`src/differential_drive_command_shaper_unit_assert.svh`:
```
// Assertion macros shared by the command shaper modules.
// Each macro expects clk and rst_n in scope of the module that uses it.
`ifndef DIFFERENTIAL_DRIVE_COMMAND_SHAPER_UNIT_ASSERT_SVH
`define DIFFERENTIAL_DRIVE_COMMAND_SHAPER_UNIT_ASSERT_SVH

// Check that cons holds in the same cycle as ante.
`define DDCS_ASSERT_SAME(label, ante, cons, msg) \
    label: assert property (@(posedge clk) disable iff (!rst_n) (ante) |-> (cons)) \
        else $error(msg);

// Check that cons holds in the cycle after ante.
`define DDCS_ASSERT_NEXT(label, ante, cons, msg) \
    label: assert property (@(posedge clk) disable iff (!rst_n) (ante) |=> (cons)) \
        else $error(msg);

`endif

```
`src/ddcs_pkg.sv`:
```
`default_nettype none

package ddcs_pkg;

    // Event kinds carried on the input tuser
    localparam logic [2:0] KIND_ACCEL       = 3'd0;
    localparam logic [2:0] KIND_BRAKE       = 3'd1;
    localparam logic [2:0] KIND_LEFT        = 3'd2;
    localparam logic [2:0] KIND_RIGHT       = 3'd3;
    localparam logic [2:0] KIND_NONE        = 3'd4;
    localparam logic [2:0] KIND_BUMP_SENSOR = 3'd5;
    localparam logic [2:0] KIND_STOP        = 3'd6;
    localparam logic [2:0] KIND_BUMP_SPEED  = 3'd7;

    // Configuration register indexes
    localparam int CFG_INDEX_BITS = 1;
    localparam logic [CFG_INDEX_BITS-1:0] CFG_SPEED_LIMIT = 1'b0;
    localparam logic [CFG_INDEX_BITS-1:0] CFG_SPEED_STEP  = 1'b1;

    localparam int SPEED_LIMIT_BITS = 15;
    localparam int SPEED_STEP_BITS  = 10;
    localparam logic [SPEED_LIMIT_BITS-1:0] SPEED_LIMIT_RESET = 15'd400;
    localparam logic [SPEED_STEP_BITS-1:0]  SPEED_STEP_RESET  = 10'd50;

    // Drive command framing
    localparam logic [7:0]  OPCODE_DRIVE    = 8'd145;
    localparam logic [15:0] BUMP_SPEED_WORD = 16'd500;
    localparam int          BEAT_BITS       = 3;
    localparam logic [BEAT_BITS-1:0] BEAT_OPCODE  = 3'd0;
    localparam logic [BEAT_BITS-1:0] BEAT_RIGHT_H = 3'd1;
    localparam logic [BEAT_BITS-1:0] BEAT_RIGHT_L = 3'd2;
    localparam logic [BEAT_BITS-1:0] BEAT_LEFT_H  = 3'd3;
    localparam logic [BEAT_BITS-1:0] BEAT_LEFT_L  = 3'd4;

    // One drive command handed from the update logic to the link serializer
    typedef struct packed {
        logic        notice;
        logic [15:0] right_word;
        logic [15:0] left_word;
    } cmd_t;

endpackage

`default_nettype wire

```
`src/differential_drive_command_shaper_unit.sv`:
```
// Differential-drive command shaper.
// Input channel s_*: one event per beat, event kind on s_tuser, bumper bits
// in s_tdata[1:0]. Output channel m_*: drive command runs of five bytes
// (opcode 145, right velocity high/low, left velocity high/low), bump notice
// on m_tuser, m_tlast on the fifth byte. Some events (latched idle, bump
// without bits) update state only and send no run.
// Configuration cfg_*: index 0 speed limit, index 1 speed step; always ready;
// users write it only while the block is idle; the block has no check of its own.
// Path: an accepted event is held in the input register until its run can be
// loaded; its first byte is valid the cycle after it leaves that register.
// Throughput: one byte per cycle on the link while m_tready is high; events
// that send nothing leave without a run. The next event is taken while a run
// is still draining.
// Reset: wheels and straight-line velocities zero, bump latch clear, speed
// limit 400, speed step 50, no run pending.
// Stall: a low m_tready holds the current byte; the input register then fills
// and s_tready drops until the run's last byte is taken.
`default_nettype none

`include "differential_drive_command_shaper_unit_assert.svh"

module differential_drive_command_shaper_unit
    import ddcs_pkg::*;
#(
    parameter int VELOCITY_BITS = 16
)
(
    input  logic                      clk,
    input  logic                      rst_n,
    input  logic                      s_tvalid,
    output logic                      s_tready,
    input  logic [7:0]                s_tdata,    // bump_bits[1:0], zero pad [7:2]
    input  logic [2:0]                s_tuser,    // kind[2:0]
    output logic                      m_tvalid,
    input  logic                      m_tready,
    output logic [7:0]                m_tdata,    // link_byte[7:0]
    output logic                      m_tuser,    // bump_notice[0]
    output logic                      m_tlast,
    input  logic                      cfg_valid,
    output logic                      cfg_ready,
    input  logic [CFG_INDEX_BITS-1:0] cfg_index,
    input  logic [SPEED_LIMIT_BITS-1:0] cfg_data
);

    logic                            in_valid_reg;
    logic [2:0]                      kind_reg;
    logic [1:0]                      bits_reg;
    logic signed [VELOCITY_BITS-1:0] left_vel_reg;
    logic signed [VELOCITY_BITS-1:0] right_vel_reg;
    logic signed [VELOCITY_BITS-1:0] left_str_reg;
    logic signed [VELOCITY_BITS-1:0] right_str_reg;
    logic                            bump_latch_reg;
    logic [SPEED_LIMIT_BITS-1:0]     speed_limit_reg;
    logic [SPEED_STEP_BITS-1:0]      speed_step_reg;
    logic signed [VELOCITY_BITS-1:0] left_vel_next;
    logic signed [VELOCITY_BITS-1:0] right_vel_next;
    logic signed [VELOCITY_BITS-1:0] left_str_next;
    logic signed [VELOCITY_BITS-1:0] right_str_next;
    logic                            bump_latch_next;
    logic                            emit;
    cmd_t                            cmd;
    logic                            tx_free;
    logic                            advance;

    // Event leaves the input register once its run can be loaded, or whenever it sends no run
    assign advance  = in_valid_reg && (!emit || tx_free);
    assign s_tready = !in_valid_reg || advance;

    // Input register
    always_ff @(posedge clk or negedge rst_n)
    begin
        if (!rst_n)
        begin
            in_valid_reg <= 1'b0;
        end
        else if (s_tready)
        begin
            in_valid_reg <= s_tvalid;
        end
    end

    always_ff @(posedge clk)
    begin
        if (s_tvalid && s_tready)
        begin
            kind_reg <= s_tuser;
            bits_reg <= s_tdata[1:0];
        end
    end

    // Configuration registers
    assign cfg_ready = 1'b1;

    always_ff @(posedge clk or negedge rst_n)
    begin
        if (!rst_n)
        begin
            speed_limit_reg <= SPEED_LIMIT_RESET;
            speed_step_reg  <= SPEED_STEP_RESET;
        end
        else if (cfg_valid && cfg_ready)
        begin
            unique case (cfg_index)
                CFG_SPEED_LIMIT: speed_limit_reg <= cfg_data;
                CFG_SPEED_STEP:  speed_step_reg  <= cfg_data[SPEED_STEP_BITS-1:0];
                default:         speed_limit_reg <= speed_limit_reg;
            endcase
        end
    end

    ddcs_step #(
        .VELOCITY_BITS (VELOCITY_BITS)
    ) u_step (
        .kind            (kind_reg),
        .bump_bits       (bits_reg),
        .left_vel        (left_vel_reg),
        .right_vel       (right_vel_reg),
        .left_str        (left_str_reg),
        .right_str       (right_str_reg),
        .bump_latch      (bump_latch_reg),
        .speed_limit     (speed_limit_reg),
        .speed_step      (speed_step_reg),
        .left_vel_next   (left_vel_next),
        .right_vel_next  (right_vel_next),
        .left_str_next   (left_str_next),
        .right_str_next  (right_str_next),
        .bump_latch_next (bump_latch_next),
        .emit            (emit),
        .cmd             (cmd)
    );

    // Wheel state advances with each event
    always_ff @(posedge clk or negedge rst_n)
    begin
        if (!rst_n)
        begin
            left_vel_reg   <= '0;
            right_vel_reg  <= '0;
            left_str_reg   <= '0;
            right_str_reg  <= '0;
            bump_latch_reg <= 1'b0;
        end
        else if (advance)
        begin
            left_vel_reg   <= left_vel_next;
            right_vel_reg  <= right_vel_next;
            left_str_reg   <= left_str_next;
            right_str_reg  <= right_str_next;
            bump_latch_reg <= bump_latch_next;
        end
    end

    ddcs_tx u_tx (
        .clk      (clk),
        .rst_n    (rst_n),
        .load     (advance && emit),
        .cmd      (cmd),
        .free     (tx_free),
        .m_tvalid (m_tvalid),
        .m_tready (m_tready),
        .m_tdata  (m_tdata),
        .m_tuser  (m_tuser),
        .m_tlast  (m_tlast)
    );

    `DDCS_ASSERT_NEXT(a_accept_fills_input, s_tvalid && s_tready, in_valid_reg, "accepted beat lost")
    `DDCS_ASSERT_NEXT(a_bump_speed_latches, advance && kind_reg == KIND_BUMP_SPEED, bump_latch_reg, "bump speed did not latch")
    `DDCS_ASSERT_NEXT(a_stop_clears, advance && kind_reg == KIND_STOP, left_vel_reg == '0 && right_vel_reg == '0, "stop left wheels moving")
    `DDCS_ASSERT_SAME(a_emit_waits_link, advance && emit, tx_free, "run loaded while link busy")

endmodule

`default_nettype wire

```
`src/ddcs_step.sv`:
```
`default_nettype none

module ddcs_step
    import ddcs_pkg::*;
#(
    parameter int VELOCITY_BITS = 16
)
(
    input  logic [2:0]                      kind,
    input  logic [1:0]                      bump_bits,
    input  logic signed [VELOCITY_BITS-1:0] left_vel,
    input  logic signed [VELOCITY_BITS-1:0] right_vel,
    input  logic signed [VELOCITY_BITS-1:0] left_str,
    input  logic signed [VELOCITY_BITS-1:0] right_str,
    input  logic                            bump_latch,
    input  logic [SPEED_LIMIT_BITS-1:0]     speed_limit,
    input  logic [SPEED_STEP_BITS-1:0]      speed_step,
    output logic signed [VELOCITY_BITS-1:0] left_vel_next,
    output logic signed [VELOCITY_BITS-1:0] right_vel_next,
    output logic signed [VELOCITY_BITS-1:0] left_str_next,
    output logic signed [VELOCITY_BITS-1:0] right_str_next,
    output logic                            bump_latch_next,
    output logic                            emit,
    output cmd_t                            cmd
);

    localparam int CMP_BITS = ((VELOCITY_BITS > 16) ? VELOCITY_BITS : 16) + 1;
    localparam int STEP_PAD = VELOCITY_BITS - SPEED_STEP_BITS;

    logic signed [CMP_BITS-1:0]      lv_w;
    logic signed [CMP_BITS-1:0]      rv_w;
    logic signed [CMP_BITS-1:0]      lim_pos;
    logic signed [CMP_BITS-1:0]      lim_neg;
    logic signed [CMP_BITS-1:0]      nlv_w;
    logic signed [CMP_BITS-1:0]      nrv_w;
    logic [VELOCITY_BITS-1:0]        step_v;
    logic [VELOCITY_BITS-1:0]        step2_v;
    logic signed [VELOCITY_BITS-1:0] vmax;
    logic                            lv_below;
    logic                            rv_below;
    logic                            lv_above;
    logic                            rv_above;
    logic                            left_turn_inside;
    logic                            right_turn_inside;
    logic                            speed_cmd;
    logic                            notice;

    // Widen wheels and limit so the compares never overflow
    assign lv_w    = {{(CMP_BITS-VELOCITY_BITS){left_vel[VELOCITY_BITS-1]}}, left_vel};
    assign rv_w    = {{(CMP_BITS-VELOCITY_BITS){right_vel[VELOCITY_BITS-1]}}, right_vel};
    assign lim_pos = {{(CMP_BITS-SPEED_LIMIT_BITS){1'b0}}, speed_limit};
    assign lim_neg = -lim_pos;

    assign step_v  = {{STEP_PAD{1'b0}}, speed_step};
    assign step2_v = {step_v[VELOCITY_BITS-2:0], 1'b0};

    assign lv_below = lv_w < lim_pos;
    assign rv_below = rv_w < lim_pos;
    assign lv_above = lv_w > lim_neg;
    assign rv_above = rv_w > lim_neg;

    // A wheel is inside the band when its magnitude is below the limit
    assign left_turn_inside  = rv_w[CMP_BITS-1] ? rv_above : rv_below;
    assign right_turn_inside = lv_w[CMP_BITS-1] ? lv_above : lv_below;

    assign vmax = (left_vel > right_vel) ? left_vel : right_vel;

    // Apply one event to the wheel state
    always_comb
    begin
        left_vel_next   = left_vel;
        right_vel_next  = right_vel;
        left_str_next   = left_str;
        right_str_next  = right_str;
        bump_latch_next = bump_latch;
        emit            = 1'b0;
        notice          = 1'b0;
        speed_cmd       = 1'b0;
        unique case (kind)
            KIND_BUMP_SENSOR:
            begin
                if (bump_bits != 2'b00)
                begin
                    bump_latch_next = 1'b1;
                    left_vel_next   = '0;
                    right_vel_next  = '0;
                    left_str_next   = '0;
                    right_str_next  = '0;
                    emit            = 1'b1;
                    notice          = 1'b1;
                end
            end
            KIND_STOP:
            begin
                left_vel_next  = '0;
                right_vel_next = '0;
                left_str_next  = '0;
                right_str_next = '0;
                emit           = 1'b1;
            end
            KIND_BUMP_SPEED:
            begin
                bump_latch_next = 1'b1;
                emit            = 1'b1;
                speed_cmd       = 1'b1;
            end
            default:
            begin
                priority if (kind == KIND_ACCEL && lv_below && rv_below)
                begin
                    // Equalize first, step up only once both wheels agree
                    bump_latch_next = 1'b0;
                    if (left_vel != right_vel)
                    begin
                        left_vel_next  = vmax;
                        right_vel_next = vmax;
                    end
                    else
                    begin
                        left_vel_next  = left_vel + step_v;
                        right_vel_next = left_vel + step_v;
                    end
                    left_str_next  = left_vel_next;
                    right_str_next = right_vel_next;
                end
                else if (kind == KIND_BRAKE && lv_above && rv_above)
                begin
                    bump_latch_next = 1'b0;
                    left_vel_next   = vmax - step_v;
                    right_vel_next  = vmax - step_v;
                    left_str_next   = left_vel_next;
                    right_str_next  = right_vel_next;
                end
                else if (kind == KIND_LEFT)
                begin
                    bump_latch_next = 1'b0;
                    if (left_turn_inside)
                    begin
                        left_vel_next  = left_vel - step_v;
                        right_vel_next = right_vel + step_v;
                    end
                    else
                    begin
                        left_vel_next = left_vel - step2_v;
                    end
                end
                else if (kind == KIND_RIGHT)
                begin
                    bump_latch_next = 1'b0;
                    if (right_turn_inside)
                    begin
                        left_vel_next  = left_vel + step_v;
                        right_vel_next = right_vel - step_v;
                    end
                    else
                    begin
                        right_vel_next = right_vel - step2_v;
                    end
                end
                else if (!bump_latch)
                begin
                    // Ease back toward the straight-line velocities
                    if (left_vel >= left_str && right_vel < right_str)
                    begin
                        if (left_vel == left_str)
                        begin
                            right_vel_next = right_vel + step2_v;
                        end
                        else
                        begin
                            left_vel_next  = left_vel - step_v;
                            right_vel_next = right_vel + step_v;
                        end
                    end
                    else if (left_vel < left_str && right_vel >= right_str)
                    begin
                        if (right_vel == right_str)
                        begin
                            left_vel_next = left_vel + step2_v;
                        end
                        else
                        begin
                            left_vel_next  = left_vel + step_v;
                            right_vel_next = right_vel - step_v;
                        end
                    end
                    else
                    begin
                        left_vel_next  = left_str;
                        right_vel_next = right_str;
                    end
                end
                else
                begin
                    // Latched: hold the wheels
                    left_vel_next  = left_vel;
                    right_vel_next = right_vel;
                end
                emit = !bump_latch_next;
            end
        endcase
    end

    // Sign-extend the new wheels and send their low 16 bits
    assign nlv_w = {{(CMP_BITS-VELOCITY_BITS){left_vel_next[VELOCITY_BITS-1]}}, left_vel_next};
    assign nrv_w = {{(CMP_BITS-VELOCITY_BITS){right_vel_next[VELOCITY_BITS-1]}},
                    right_vel_next};

    assign cmd = '{notice:     notice,
                   right_word: (speed_cmd ? BUMP_SPEED_WORD : nrv_w[15:0]),
                   left_word:  (speed_cmd ? BUMP_SPEED_WORD : nlv_w[15:0])};

endmodule

`default_nettype wire

```
`src/ddcs_tx.sv`:
```
`default_nettype none

`include "differential_drive_command_shaper_unit_assert.svh"

module ddcs_tx
    import ddcs_pkg::*;
(
    input  logic       clk,
    input  logic       rst_n,
    input  logic       load,
    input  cmd_t       cmd,
    output logic       free,
    output logic       m_tvalid,
    input  logic       m_tready,
    output logic [7:0] m_tdata,   // link_byte[7:0]
    output logic       m_tuser,   // bump_notice[0]
    output logic       m_tlast
);

    cmd_t                 cmd_reg;
    logic                 busy_reg;
    logic [BEAT_BITS-1:0] beat_reg;
    logic                 beat_done;
    logic                 run_done;

    assign beat_done = busy_reg && m_tready;
    assign run_done  = beat_done && (beat_reg == BEAT_LEFT_L);
    assign free      = !busy_reg || run_done;

    // Load a new command or advance through the current one
    always_ff @(posedge clk or negedge rst_n)
    begin
        if (!rst_n)
        begin
            busy_reg <= 1'b0;
            beat_reg <= BEAT_OPCODE;
        end
        else if (load && free)
        begin
            busy_reg <= 1'b1;
            beat_reg <= BEAT_OPCODE;
        end
        else if (run_done)
        begin
            busy_reg <= 1'b0;
            beat_reg <= BEAT_OPCODE;
        end
        else if (beat_done)
        begin
            beat_reg <= beat_reg + 1'b1;
        end
    end

    // Hold the command words for the whole run
    always_ff @(posedge clk)
    begin
        if (load && free)
        begin
            cmd_reg <= cmd;
        end
    end

    // Select the byte for the current beat
    always_comb
    begin
        unique case (beat_reg)
            BEAT_OPCODE:  m_tdata = OPCODE_DRIVE;
            BEAT_RIGHT_H: m_tdata = cmd_reg.right_word[15:8];
            BEAT_RIGHT_L: m_tdata = cmd_reg.right_word[7:0];
            BEAT_LEFT_H:  m_tdata = cmd_reg.left_word[15:8];
            BEAT_LEFT_L:  m_tdata = cmd_reg.left_word[7:0];
            default:      m_tdata = OPCODE_DRIVE;
        endcase
    end

    assign m_tvalid = busy_reg;
    assign m_tuser  = cmd_reg.notice;
    assign m_tlast  = beat_reg == BEAT_LEFT_L;

    `DDCS_ASSERT_NEXT(a_run_opens_with_opcode, load && free, m_tvalid && m_tdata == OPCODE_DRIVE, "run does not start with opcode")
    `DDCS_ASSERT_NEXT(a_run_ends_idle, run_done && !load, !m_tvalid, "valid held past final beat")
    `DDCS_ASSERT_NEXT(a_notice_steady, beat_done && !m_tlast, m_tuser == $past(m_tuser), "notice changed within run")

endmodule

`default_nettype wire
```
`config.mk`:
```
export PLATFORM = sky130hd
export DESIGN_NAME = differential_drive_command_shaper_unit
export DESIGN_NICKNAME = d
export VERILOG_FILES = /design/src/ddcs_pkg.sv /design/src/differential_drive_command_shaper_unit.sv /design/src/ddcs_step.sv /design/src/ddcs_tx.sv
export VERILOG_INCLUDE_DIRS = /design/src /design/src/src
export SDC_FILE = /design/constraint.sdc
export NUM_CORES = 1
export LEC_CHECK = 0
export ABC_CLOCK_PERIOD_IN_PS = 7000
export BUFFER_PORTS_ARGS = -buffer_cell sky130_fd_sc_hd__buf_4
export CELL_PAD_IN_SITES_DETAIL_PLACEMENT = 0
export CELL_PAD_IN_SITES_GLOBAL_PLACEMENT = 1
export CORE_UTILIZATION = 30
export CTS_CLUSTER_SIZE = 40
export DETAILED_ROUTE_END_ITERATION = 7
export GPL_TIMING_DRIVEN = 0
export PLACE_DENSITY = 0.59
export SETUP_SLACK_MARGIN = 0.5
export SYNTH_ARGS = -nofsm -noshare
export SYNTH_HDL_FRONTEND = slang
export SYNTH_SLANG_ARGS = --single-unit
export TNS_END_PERCENT = 100
```
`constraint.sdc`:
```
create_clock -name clk -period 7 [get_ports clk]
set_input_delay 2.1 -clock clk [delete_from_list [all_inputs] [get_ports clk]]
set_output_delay 2.1 -clock clk [all_outputs]
set_load 0.005 [all_outputs]
```
# Word-level counts from Yosys, hierarchy flattened

Cells that the tools add are included.

Register bits: 117
Input bits: 32
Output and inout bits: 13

Add/sub/neg operators: 11
Magnitude comparators: 9
Equal/unequal tests: 14
Muxes and demuxes: 50
Bitwise logic cells: 3
Reductions and logical operators: 30

Operator list:

| cell                                                                  | count |
|---|---|
| 16-bit 2-to-1 mux                                                     | 29 |
| 16-bit case mux with 3 select lines                                   | 3 |
| 16-bit < comparator                                                   | 4 |
| 16-bit by 10-bit subtractor with 16-bit output                        | 3 |
| 16-bit by 17-bit > comparator with 1-bit output                       | 2 |
| 16-bit by 10-bit adder with 16-bit output                             | 2 |
| 16-bit by 11-bit adder with 16-bit output                             | 2 |
| 16-bit equality test                                                  | 2 |
| 16-bit greater-or-equal comparator                                    | 2 |
| 8-bit case mux with 4 select lines                                    | 1 |
| 16-bit by 11-bit subtractor with 16-bit output                        | 2 |
| 15-bit negator with 17-bit output                                     | 1 |
| 16-bit > comparator                                                   | 1 |
| 16-bit != test                                                        | 1 |
| 3-bit by 2-bit equality test with 1-bit output, second input constant | 4 |
| 3-bit equality test, second input constant                            | 4 |
| 1-bit logical AND                                                     | 12 |
| 1-bit 2-to-1 mux                                                      | 12 |
| 3-bit 2-to-1 mux                                                      | 3 |
| 3-bit by 1-bit equality test with 1-bit output, second input constant | 2 |
| 1-bit zero test                                                       | 4 |
| 2-bit AND reduction                                                   | 2 |
| 4-bit AND reduction                                                   | 1 |
| 2-bit nonzero test                                                    | 2 |
| 12 further kinds                                                      | 16 |

# Longest topological paths before layout

Gate-level depths: netlist of run 1.

Depth after elaboration: 15
Mapped depth: 23
Mapped depth without buffers: 20

# Cells and area by module

Synthesis of run 1 repeated with hierarchy kept, for this count alone.

Cells, all modules: 2,336
Area, all modules: 18,435.2 µm²

By module, submodules not included:

| module                                 | instances | cells an instance | area an instance (µm²) | seq. area each (µm²) |
|---|---|---|---|---|
| ddcs_step                              | 1         | 2,032             | 13,101.3               | 0.0 |
| differential_drive_command_shaper_unit | 1         | 205               | 3,838.7                | 2,434.8 |
| ddcs_tx                                | 1         | 99                | 1,495.2                | 1,091.0 |

# Least setup slack after synthesis of run 1

Ideal clock, no wire load.

Path type: register to output
Start point: reg speed_limit_reg[6]
End point: out s_tready
Arrival: 3,697 ps
Data required time: 4,900 ps
Path slack: 1,203 ps
Cell stages (with the launch flop): 15
Path buffers: 0
Path through: dfrtp_1 nor4_4 nand3_1 or4_1 xnor2_1 ha_1 and4_1 a21oi_1 o21ai_0 a41o_1 a211o_4 a31oi_4 o211ai_2 o211ai_1 or2_2

Longest elaborated chain between the ends: 13
Elaborated cells between the ends (all ways): 18

Ends and longest elaborated chain:

| what                                            | RTL line                                      | RTL |
|---|---|---|
| start, declared                                 | differential_drive_command_shaper_unit.sv:53  | `logic [SPEED_LIMIT_BITS-1:0] speed_limit_reg;` |
| start signal, assigned                          | differential_drive_command_shaper_unit.sv:104 | `CFG_SPEED_LIMIT: speed_limit_reg <= cfg_data;` |
| start signal, assigned                          | differential_drive_command_shaper_unit.sv:106 | `default: speed_limit_reg <= speed_limit_reg;` |
| 15-bit negator with 17-bit output               | ddcs_step.sv:52                               | `assign lim_neg = -lim_pos;` |
| 16-bit by 17-bit > comparator with 1-bit output | ddcs_step.sv:59                               | `assign lv_above = lv_w > lim_neg;` |
| 1-bit logical AND (2 in a row)                  | ddcs_step.sv:126                              | `else if (kind == KIND_BRAKE && lv_above && rv_above)` |
| 1-bit 2-to-1 mux                                | ddcs_step.sv:126                              |  |
| 1-bit 2-to-1 mux *                              | ddcs_step.sv:109                              | `priority if (kind == KIND_ACCEL && lv_below && rv_below)` |
| 1-bit 2-to-1 mux *                              | ddcs_step.sv:79                               | `unique case (kind)` |
| 1-bit zero test *                               | ddcs_step.sv:199                              | `emit = !bump_latch_next;` |
| 1-bit case mux with 2 select lines *            | ddcs_step.sv:79                               |  |
| 1-bit zero test *                               | differential_drive_command_shaper_unit.sv:66  | `assign advance = in_valid_reg && (!emit \|\| tx_free);` |
| 1-bit logical OR *                              | differential_drive_command_shaper_unit.sv:66  |  |
| 1-bit logical AND *                             | differential_drive_command_shaper_unit.sv:66  |  |
| 1-bit logical OR *                              | differential_drive_command_shaper_unit.sv:67  | `assign s_tready = !in_valid_reg \|\| advance;` |
| end, declared                                   | differential_drive_command_shaper_unit.sv:31  | `output logic s_tready,` |

Every way passes the cells marked *; elsewhere a longest branch is shown, timed or not. The select of a mux whose other input is x is not followed.

# Worst setup path after layout of run 1

Start point: reg right_vel_reg[2]
End point: reg right_vel_reg[11]

Longest elaborated chain between the ends: 10
Elaborated cells between the ends (all ways): 39

Ends and longest elaborated chain:

| what                                                         | RTL line                                      | RTL |
|---|---|---|
| start, declared                                              | differential_drive_command_shaper_unit.sv:49  | `logic signed [VELOCITY_BITS-1:0] right_vel_reg;` |
| start signal, assigned                                       | differential_drive_command_shaper_unit.sv:146 | `right_vel_reg <= right_vel_next;` |
| branches (longest 10 deep; another with 16-bit > comparator) | -                                             |  |

Parallel ways; which one is timed is not known. The select of a mux whose other input is x is not followed.
A chain may end at the register's enable or synchronous reset.

==> results.yml, run 1 <==
detailed_routing:
  vias: 18400
  dr.pass1.iters: 8
  drt-initial-drc-count: 1815
  route.detailed.drc: 0
  wl_per_cell_um: 33.5
  avgViaCountPerCell: 6.22
  ant_nets: 0
  drt_wl_total_um: 99300
placement:
  place_area_sq_um: 17900
  place_hpwl_um: 81300
  gp_congestion: 0.999
  port-buffer-count: 37
  dp_slack_ps: -1750
logic_synthesis:
  synth.yosys.seq_area_share_pct: 18.8
  synth.avg_cell_area_sq_um: 7.84
  synth.distinct_cells: 102
  synth_edf_count: 38
  syn-cell-area_sq_um: 16600
  synth_cells: 2123
  yosysWarnings: 0
  syn_nets: 2366
  synth_seq_cells: 117
  ys.flop_type: "dfrtp_1"
  async_flop_share_pct: 67.5
cts:
  cts.sinks: 117
  numCtsBuffers: 17
  path_clk_slew_ps: 70
  tritoncts: "done"
  hold_buffers: 0
  htreeDepth: 4
  cts_max_path_buffers: 2
  root_buffer: "clkbuf_16"
  clock_latency_ps: 500
final_layout:
  largest_reg_flops: 32
  design_area_sq_um: 19000
  diodes: 0
  layout.nets: 2453
  fin_util_pct: 34.9
  seq_area_sq_um: 3150
  multi_input_area_sq_um: 12800
  final_cell_mix: "199 x ha_1, 193 x nand2_1, 169 x nor2_1"
  nFillCells: 5767
  areaGrowthSynthToFinish_pct: 14.0
  drive_above_1_share_pct: 11.8
  final_common_cell: "ha_1"
setup_path:
  cp_max_fo: 10
  path_cells: "inv_1 > ha_1 > nand2_1 > nor3_1 > nand3_1 > clkbuf_2 > buf_2 > nand3_1 > o21ai_0 > ha_1 > o21a_1 > o31a_1 > o32ai_4 > o21ai_1 > nor2_1 > xnor2_1 > mux2_2 > o21ai_0 > a31oi_1 > o31ai_1"
  cp.required_ps: 7290
  critPathMaxStageDelay_ps: 800
  cp-end-kind: "flip-flop"
  cp_data_arrival_time_ps: 6790
  critical_path.top_delay_family: "compound AO/OA/AOI/OAI gates"
  slowest_stage: "o31ai_1"
  start_kind: "flip-flop"
  worst-setup-path-type: "flip-flop to flip-flop"
  path_buf_inv: 3
floorplanning:
  core_sq_um: 54300
  rows: 85
  die-area_sq_um: 56400
  start_util_pct: 30.6
  die_h_um: 238
  die_w_um: 238
  ios: 45
sta:
  rsz0062_at_grt: "yes"
  layout_setup_ws_ps: 497
  maxSlewViolCount: 0
  fmax_mhz: 154
  post-route-period-util_pct: 92.9
  fin_skew_ps: 27.9
  hold_viol_final: 0
  finalSetupViolations: 0
  relSlewSlack_pct: 13.7
  hold_slack_ps: 511
  worstMarginPinSlew_ps: 1280
  period_needed_ps: 6500
global_routing:
  grt_pass1_wl_um: 137000
  grt.overflow.total: 0
  grt.total_usage_pct: 35.0
  grt_pass1_vias: 17500
  grt_start_max_net_pins: 80
  antenna_found_initial: 3
run_status:
  status: "finished clean"
run:
  max_cap_viol_count: 0
min_path:
  min_path_type: "flip-flop to flip-flop"
-- synth_stat cells (34+ instances only) --
library cell | instances | area (sq um)
o21ai_0 | 126 | 631
a31oi_1 | 34 | 213
nor2_1 | 171 | 642
a21oi_1 | 119 | 596
nand3_1 | 59 | 295
clkbuf_1 | 104 | 390
dfrtp_1 | 73 | 1830
edfxtp_1 | 38 | 1140
o211ai_1 | 41 | 308
nor3_1 | 58 | 290
ha_1 | 202 | 2530
a211oi_1 | 43 | 323
nand2_1 | 194 | 728
xnor2_1 | 80 | 701
inv_1 | 108 | 405
-- worst paths after layout --
kind / from / end / slack [ps] / depth (start not counted)
setup / recovery: right_vel_reg[2] / right_vel_reg[11] / 500 / 20
hold / removal: right_str_reg[5] / right_str_reg[5] / 510 / 1
setup reg to reg: right_vel_reg[2] / right_vel_reg[11] / 500 / 20
hold reg to reg: right_str_reg[5] / right_str_reg[5] / 510 / 1
max in group asynchronous: rst_n / speed_limit_reg[5] / 4190 / 1
min in group asynchronous: rst_n / left_vel_reg[5] / 1810 / 1
-- metrics by stage --
stage | TNS (ps) | cells
final | 0 | 2962
after detailed placement | -44530 | 2901
after floorplan | 0 | 2123
after CTS | 0 | 2946
after global placement | -59680 | 2899
after global routing | 0 | 2962
-- per-layer routing --
layer  global-route usage, %  wire length (um)  up-vias
met3                    5.69              6900      222
met5                       0                13        -
met4                    15.3              4890        2
li1                        -                 -     8159
met1                    44.6             41300     9168
met2                    58.1             46200      880
-- layout make-up --
cell class,count,area share [%]
Inverter,110,2.22
Tap cell,739,4.87
Timing Repair Buffer,68,2.76
Clock buffer,17,2.24
Clock inverter,15,0.798
Multi-Input combinational cell,1768,67.6
Sequential cell,117,16.6
Buffer,128,2.91
-- logic make-up after synthesis --
logic type | share of synthesized area (%)
simple gates | 21.0
compound gates | 29.9
buf+inv | 5.67
fa+ha+maj | 16.3
flops | 18.8
xor+xnor | 5.25
mux | 3.05
other cells | 0.0225
-- timing repair --
action / CTS / global route
setup endpoints to repair: 65 / 14
setup buffers: 13 / 16
pin swaps: 12 / 11
resized for setup: 65 / 28
gates cloned: 0 / 0
Power of run 1 is left out: the tool's default activity adds up to more than one toggle a clock period on the data nets, which glitch-free logic cannot reach.
==> run 2, diff against run 1 <==
--- a/config.mk
+++ b/config.mk
@@ -8,13 +8,14 @@
 export LEC_CHECK = 0
 export ABC_CLOCK_PERIOD_IN_PS = 7000
 export BUFFER_PORTS_ARGS = -buffer_cell sky130_fd_sc_hd__buf_4
+export CAP_MARGIN = 25
 export CELL_PAD_IN_SITES_DETAIL_PLACEMENT = 0
 export CELL_PAD_IN_SITES_GLOBAL_PLACEMENT = 1
-export CORE_UTILIZATION = 30
+export CORE_UTILIZATION = 49
 export CTS_CLUSTER_SIZE = 40
 export DETAILED_ROUTE_END_ITERATION = 7
 export GPL_TIMING_DRIVEN = 0
-export PLACE_DENSITY = 0.59
+export PLACE_DENSITY = 0.87
 export SETUP_SLACK_MARGIN = 0.5
 export SYNTH_ARGS = -nofsm -noshare
 export SYNTH_HDL_FRONTEND = slang
==> run 2 against run 1 <==
The run now ends with design-rule violations left. Cell area fell by 2.5%. Count of clock-buffer cells in the layout rose by 2. Non-clock buffer count fell by 9. Register-to-register slack improved by 70 ps. Highest routed layer unchanged.
==> results.yml, run 2 (synthesis gave the netlist of run 1 again) <==
detailed_routing:
  wl_met3_um: 11300
  drt_wl_total_um: 87000
  top_layer_used: "met5"
  wl_per_cell_um: 32.7
  route.detailed.drc: 4
  wl_met2_um: 36000
  vias: 19000
  drt-initial-drc-count: 2827
  ant_nets: 0
  dr.pass1.iters: 8
  avgViaCountPerCell: 7.13
  wl_met1_um: 32500
floorplanning:
  ios: 45
  die_w_um: 186
  die_h_um: 186
  core_sq_um: 33400
  rows: 67
  start_util_pct: 49.8
  die-area_sq_um: 34700
sta:
  hold_slack_ps: 498
  rsz0062_at_grt: "no"
  worstMarginPinSlew_ps: 1150
  tns_ps: 0
  post-route-period-util_pct: 91.9
  fmax_mhz: 155
  fin_skew_ps: 27.8
  maxSlewViolCount: 0
  relSlewSlack_pct: 22.8
  hold_viol_final: 0
  period_needed_ps: 6430
  finalSetupViolations: 0
run:
  max_cap_viol_count: 0
placement:
  dp.cells: 2614
  port-buffer-count: 37
  place_hpwl_um: 69400
  gp_congestion: 1.13
setup_path:
  cp.required_ps: 4900
  crit_start: "speed_limit_reg[1]"
  cp-end-kind: "output port"
  ff2ff_path_depth: 20
  worstReg2RegEnd: "u_tx.cmd_reg[29]"
  worst-setup-path-type: "flip-flop to output port"
  r2r_slack_ps: 570
  start_kind: "flip-flop"
  cp_data_arrival_time_ps: 4330
  reg2reg_from: "right_vel_reg[4]"
  endpoint: "s_tready"
  cp_max_fo: 5
cts:
  cts.sinks: 117
  clock_latency_ps: 480
  htreeDepth: 4
  hold_buffers: 0
  cts_max_path_buffers: 2
  path_clk_slew_ps: 60
  root_buffer: "clkbuf_16"
  tritoncts: "done"
  numCtsBuffers: 17
final_layout:
  layout.nets: 2444
  diodes: 0
  areaGrowthSynthToFinish_pct: 11.2
  final_cell_mix: "200 x ha_1, 194 x nand2_1, 169 x nor2_1"
  final_common_cell: "ha_1"
  final_cells: 2662
  drive_above_1_share_pct: 10.4
  fin_util_pct: 55.3
  largest_reg_flops: 32
min_path:
  whs_path_depth: 1
  min_path_type: "flip-flop to flip-flop"
global_routing:
  grt.overflow.total: 0
  antenna_found_initial: 3
  grt_pass1_wl_um: 123000
  grt_start_max_net_pins: 58
  grt.total_usage_pct: 50.3
  grt_pass1_vias: 17800
run_status:
  violations: "design-rule violations"
  status: "finished, violations left"
-- run 2: changes by cell type in the layout (fill, tap and decap cells not counted), moves of 3 or more --
cell | before | now
buf_4 | 72 | 60
dfrtp_1 | 56 | 62
dfrtp_2 | 16 | 10
inv_8 | 6 | 0
o21ai_0 | 119 | 123
buf_2 | 17 | 20
bufinv_16 | 0 | 3
clkbuf_1 | 93 | 96
o21ai_2 | 5 | 2
-- run 2: worst max-delay path, stage by stage, from the launching register on --
cell and delay (ps):
dfrtp_1 390, inv_2 100, ha_2 220, nor2b_4 200
nand3_4 110, or4_4 470, xnor2_4 200, ha_4 240
and4_4 190, a21oi_1 120, o21ai_0 100, a41o_1 220
a211o_4 340, a31oi_4 300, o211ai_4 110, o211ai_1 260
or2_4 190, buf_4 100
-- run 2: area by class of cell --
cell class	count	area, sq um
Timing Repair Buffer	59	454
Clock inverter	13	155
Inverter	110	420
Clock buffer	19	433
Multi-Input combinational cell	1768	12800
Buffer	128	549
Fill cell	3132	14900
Tap cell	448	561
Sequential cell	117	3140
-- run 2: how the worst min path moves through the flow --
| stage | startpoint | to | slack, ps |
|---|---|---|---|
| 2_1_floorplan | right_str_reg[10] | right_str_reg[10] | 450 |
| 3_3_place_gp | right_str_reg[5] | right_str_reg[5] | 460 |
| 3_5_place_dp | right_str_reg[5] | right_str_reg[5] | 470 |
| 4_1_cts | right_str_reg[15] | right_str_reg[15] | 490 |
| 5_1_grt | right_str_reg[5] | right_str_reg[5] | 510 |
| 6_report | right_str_reg[5] | right_str_reg[5] | 500 |
-- run 2: metrics by stage --
stage               area [sq um]  worst slack [ps]
floorplan                  16600              1200
global placement           17500              -834
detailed placement         17600              -832
CTS                        18300               519
global route               18500               463
finish                     18500               567
-- run 2: what timing repair did --
| action | 4_1_cts | 5_1_grt |
|---|---|---|
| setup buffers | 7 | 8 |
| pin swaps | 6 | 9 |
| gates cloned | 0 | 0 |
| gates resized for setup | 39 | 33 |
| setup endpoints to repair | 47 | 19 |
-- run 2: metal layers --
metal / global-route usage (%) / vias up
met4: 34.8 / 2
met2: 74.8 / 1455
met1: 61.6 / 9014
met3: 15.9 / 377
met5: 0 / -
li1: - / 8137
Power of run 2 is left out for the same reason.
